<file path="src/hdl/swbm_pkg.sv">
`default_nettype none

package swbm_pkg;

  localparam int WINDOW      = 100;
  localparam int PTR_W       = $clog2(WINDOW);
  localparam int CNT_W       = $clog2(WINDOW + 1);

  localparam int TIME_W      = 32;
  localparam int BYTES_W     = 24;
  localparam int TTOT_W      = TIME_W + $clog2(WINDOW);
  localparam int BTOT_W      = BYTES_W + $clog2(WINDOW);
  localparam int ENTRY_W     = TIME_W + BYTES_W;

  localparam int SCALE_W     = 10;
  localparam logic [SCALE_W-1:0] SCALE = 10'd1000;
  localparam int NUM_W       = BTOT_W + SCALE_W;
  localparam int REM_W       = TTOT_W + 1;
  localparam int DIV_CNT_W   = $clog2(NUM_W);

  localparam int BW_W        = 31;
  localparam int HELD_W      = 7;
  localparam logic [BW_W-1:0] BW_MAX = {BW_W{1'b1}};
  localparam int MIN_ENTRIES = 2;

  localparam int IN_DATA_W   = 56;
  localparam int OUT_DATA_W  = 40;

  typedef struct packed {
    logic load_in;
    logic ram_rd;
    logic update;
    logic mul;
    logic div_step;
    logic out_load;
  } cmd_t;

  typedef struct packed {
    logic div_last;
    logic out_stall;
  } sts_t;

endpackage

`default_nettype wire

</file>
<file path="src/hdl/swbm_ctrl.sv">
`default_nettype none

module swbm_ctrl
  import swbm_pkg::*;
(
  input  wire logic clk,
  input  wire logic rst_n,
  input  wire logic in_tvalid,
  output logic      in_tready,
  input  wire sts_t sts,
  output cmd_t      cmd
);

  localparam logic [2:0] S_IDLE = 3'd0;
  localparam logic [2:0] S_RD   = 3'd1;
  localparam logic [2:0] S_UPD  = 3'd2;
  localparam logic [2:0] S_MUL  = 3'd3;
  localparam logic [2:0] S_DIV  = 3'd4;
  localparam logic [2:0] S_OUT  = 3'd5;

  logic [2:0] state_r, state_nxt;

  assign in_tready = (state_r == S_IDLE);

  always_comb begin
    state_nxt = state_r;
    cmd       = '0;
    unique case (state_r)
      S_IDLE: begin
        if (in_tvalid) begin
          cmd.load_in = 1'b1;
          state_nxt   = S_RD;
        end
      end
      S_RD: begin
        cmd.ram_rd = 1'b1;
        state_nxt  = S_UPD;
      end
      S_UPD: begin
        cmd.update = 1'b1;
        state_nxt  = S_MUL;
      end
      S_MUL: begin
        cmd.mul   = 1'b1;
        state_nxt = S_DIV;
      end
      S_DIV: begin
        cmd.div_step = 1'b1;
        if (sts.div_last) begin
          state_nxt = S_OUT;
        end
      end
      S_OUT: begin
        if (!sts.out_stall) begin
          cmd.out_load = 1'b1;
          state_nxt    = S_IDLE;
        end
      end
      default: begin
        state_nxt = S_IDLE;
      end
    endcase
  end

  always_ff @(posedge clk) begin
    if (!rst_n) begin
      state_r <= S_IDLE;
    end else begin
      state_r <= state_nxt;
    end
  end

endmodule

`default_nettype wire

</file>
<file path="config.mk">
export PLATFORM = sky130hd
export DESIGN_NAME = swbm_ctrl
export DESIGN_NICKNAME = d
export VERILOG_FILES = /design/src/hdl/swbm_pkg.sv /design/src/hdl/swbm_ctrl.sv
export SDC_FILE = /design/constraint.sdc
export NUM_CORES = 1
export LEC_CHECK = 0
export ABC_AREA = 1
export BUFFER_PORTS_ARGS = -buffer_cell sky130_fd_sc_hd__buf_2
export CORE_AREA = 2 2 39 41
export CTS_BUF_LIST = sky130_fd_sc_hd__clkbuf_16
export CTS_CLUSTER_SIZE = 20
export DETAILED_ROUTE_END_ITERATION = 6
export DIE_AREA = 0 0 41 43
export SYNTH_ARGS = -nofsm -noshare
export SYNTH_HDL_FRONTEND = slang
export SYNTH_SLANG_ARGS = --single-unit
</file>
<file path="constraint.sdc">
create_clock -name clk -period 1.45 [get_ports clk]
set_clock_uncertainty 0.2 [all_clocks]
set_input_delay 0.0725 -clock clk [delete_from_list [all_inputs] [get_ports clk]]
set_output_delay 0.0725 -clock clk [all_outputs]
set_load 0.02 [all_outputs]
</file>
# After elaboration in Yosys (flattened, before gate mapping)
# Cells that the tools add are included.
# Widths: inputs -> output; s select.
[totals]
ff_bits = 3
elab_cells = 23
output_inout_bits = 7
[op_classes]
n_reduce_logical = 2
n_eq_ne = 8
mux = 12
[op_table]
columns = ["cell", "count"]
rows = [
  ["$pmux 3 s6", 1],
  ["$mux 3", 3],
  ["$mux 1", 8],
  ["$eq 3x2->1 const B", 2],
  ["$eq 3x3->1 const B", 2],
  ["$ne 2x2->1 const B", 3],
  ["$eq 3x1->1 const B", 1],
  ["$logic_not 3->1", 1],
  ["$reduce_and 3->1", 1],
]

# Logic depth before layout (Yosys ltp)
[logic_depth]
word_depth = 3
depth_mapped = 6

# Worst setup path after synthesis
# OpenSTA, ideal clock, no wires.
[synth_path]
path_kind = "reg2out"
startpoint = "reg state_r[0]"
endpoint = "out cmd[0] (netlist name)"
arrival_time_ns = 1.211
stages_incl_launch_ff = 3
t_required_ns = 1.178
setup_slack_ns = -0.033
cell_sequence = "dfxtp_1 -> inv_1 -> nor4_1"
[synth_rtl]
columns = ["element", "line_no", "text"]
rows = [
  ["start: declaration", "swbm_ctrl.sv:21", "logic [2:0] state_r, state_nxt;"],
  ["start signal: assignment", "swbm_ctrl.sv:69", "state_r <= state_nxt;"],
  ["end: declaration", "swbm_ctrl.sv:11", "output cmd_t cmd"],
]

==> results_dict.tcl <==
set metrics [dict create \
    crit_path_start_kind "register" \
    postCtsSetupBuffers 0 \
    fillers 161 \
    drtIter0Drc 6 \
    crit_type "register to output port" \
    cts_buffers 3 \
    diodes 0 \
    hold_path.class "primary input to register" \
    grt_max_degree 10 \
    r2r_cells 5 \
    rrSetupSlack_ns 0.34 \
    largest-register "state_r" \
    io_buffers 11 \
    status "finished, final reports clean" \
    synthToLayoutAreaGrowth_pct 77.7 \
    rsz0062_at_grt "no" \
    vias 250 \
    path_max_fanout 6 \
    final_hold_viol_count 0 \
    whs_path_depth 5 \
    gr-usage-all-layers_pct 7.93 \
    grt_pass1_vias 231 \
    drc 0 \
    dpl-instance-area_um2 298 \
    grt_pass1_wl_um 897 \
    required_ns 1.18 \
    gr-total-overflow 0 \
    antenna_found_initial 0 \
    yosys.cell_types.count 15 \
    vias_per_cell 3.91 \
    ioPinCount 12 \
    hold_path_end "state_r[2]$_SDFFE_PN0P_" \
    synth_nets 38 \
    final_area_um2 398 \
    place_congestion 0.659 \
    cp_cell_sequence "nor2_4 > inv_1 > nor3_1 > buf_2" \
    synthCells 33 \
    dr.pass1.iters 4 \
    finalSetupViolations 0 \
    clk-insertion-delay-late_ns 0.22 \
    ant_nets 0 \
    die_h_um 43 \
    syn_avg_cell_area_um2 6.79 \
    clock-sinks 3 \
    finalNetCount 54 \
    clk_path_buf_depth 2 \
    htreeDepth 1 \
    ys_seq_area_share_pct 26.8 \
    core_area_um2 1380 \
    synth_top_area_share_pct 26.8 \
    hp-start "in_tvalid" \
    startpoint "state_r[0]$_SDFFE_PN0P_" \
    dieArea_um2 1760 \
    drive_above_1_share_pct 50.0 \
    crit_slowest_cell "dfxtp_4" \
    fmax_mhz 731 \
    synth_area_leader_cell "dfxtp_1" \
    die_w_um 41 \
    yosysWarnings 0 \
    r2r-end "state_r[2]$_SDFFE_PN0P_" \
    hpwl_um 410 \
    finalCoreUtilization_pct 28.8 \
    setup-tns-final_ns 0 \
    initial_core_util_pct 16.2 \
    crit_family "flip-flops" \
    cts-root-buf "clkbuf_16" \
    cp-end-kind "output port" \
    ys_ff_latch 3 \
    p_leak_nw 0.223 \
    vdd_ir_drop_max_mv 0.596 \
    power.total_uw 976 \
    top_regs "state_r (3)" \
    cts.reportedPaths.clkPinSlew_ns 0.03 \
    maxSlewHeadroom_pct 87.4 \
    worstPathArrival_ns 1.09 \
    period_minus_slack_ns 1.37 \
    wl_per_cell_um 8.13 \
    wl_um 520 \
    tightest_slew_ns 0.187 \
    rows 14 \
    cap_violations 0 \
    largest_reg_flops 3 \
    synthTopCellsByArea "dfxtp_1 27%, inv_1 12%, nand3_2 8.9%, nor3_2 8.9%, nor2_1 8.4%" \
    tritoncts "yes" \
    drv_slew 0 \
    path_buf_inv 2 \
    slowest_delay_ns 0.36 \
    synth_area_um2 224 \
    pwr_density_cell_nw_per_um2 2450 \
    r2r-start "state_r[2]$_SDFFE_PN0P_" \
    period_share_pct 94.3 \
]
through the flow:
stage	std cells	setup WS [ns]	hold WS [ns]
3_3_place_gp	59	0.176	0.112
3_5_place_dp	59	0.156	0.127
5_1_grt	64	0.0129	0.0889
6_report	64	0.0829	0.0390
4_1_cts	64	0.0514	0.0418
2_1_floorplan	33	0.161	-0.00971
worst register-to-register path, delay by kind of cell (launching register included):
kind                   cells  cell delay (ns)
DFF                        1             0.38
and+or+nand+nor            4             0.33
buffers and inverters      1             0.09
layout by cell type (no fill, tap or decap), drive strengths merged:
master / count
nor4: 1
nand4: 1
nand3: 5
o21a: 1
inv: 9
buf: 11
a21oi: 1
dfxtp: 3
nor3: 3
clkbuf: 3
nor2: 6
nand2: 3
dlygate4sd3: 1
synth_stat cells:
master,number
nor2_1,5
nand2_1,3
nor3_1,1
nand3_1,3
nor2_4,1
o21a_1,1
inv_1,7
nor4_1,1
a21oi_1,1
buf_4,1
nand3_2,2
dfxtp_1,3
inv_2,1
nand4_1,1
nor3_2,2
metal layers:
metal  global-route usage, %  share of wire [%]
met1                    9.32                 42
met2                    10.0                 46
met3                    3.14                7.5
met4                    8.00                4.2
met5                       0                  0
repair_timing:
item	CTS	global route
endpoints found under the hold margin	3	0
endpoints found under the setup margin	2	2
hold buffers	1	0
gates resized for setup	2	4
layout make-up:
cell class                 count  area [µm²]  share of cell area [%]
clock inverter                 1        3.75                   0.943
clock buffer                   3        75.1                    18.9
multi-input combinational     21         133                    33.3
tap                           16        20.0                    5.03
inverter                       8        30.0                    7.55
timing repair buffer          12        67.6                    17.0
sequential                     3        68.8                    17.3
power by group:
group | switching [mW] | internal, mW | leakage (nW)
Clock | 0.0767 | 0.356 | 0.0423
Sequential | 0.0677 | 0.128 | 0.0264
Combinational | 0.218 | 0.129 | 0.154
worst max path at each step:
stage               slack (ns)                       to  cells after the start
floorplan                 0.16                   cmd[5]                      3
global placement          0.18  state_r[2]$_SDFFE_PN0P_                      5
detailed placement        0.16  state_r[0]$_SDFFE_PN0P_                      5
CTS                       0.05                   cmd[5]                      4
global route              0.01                   cmd[5]                      4
finish                    0.08                   cmd[5]                      4
cell families (layout without fill, tap and decap cells):
| kind of cell | count (synthesis) | in the layout | synth area share, % |
|---|---|---|---|
| compound gates | 2 | 2 | 5.59 |
| simple gates | 19 | 19 | 50.8 |
| buf+inv | 9 | 24 | 16.8 |
| flops | 3 | 3 | 26.8 |
Note: power is estimated with default switching activity, not from simulation.
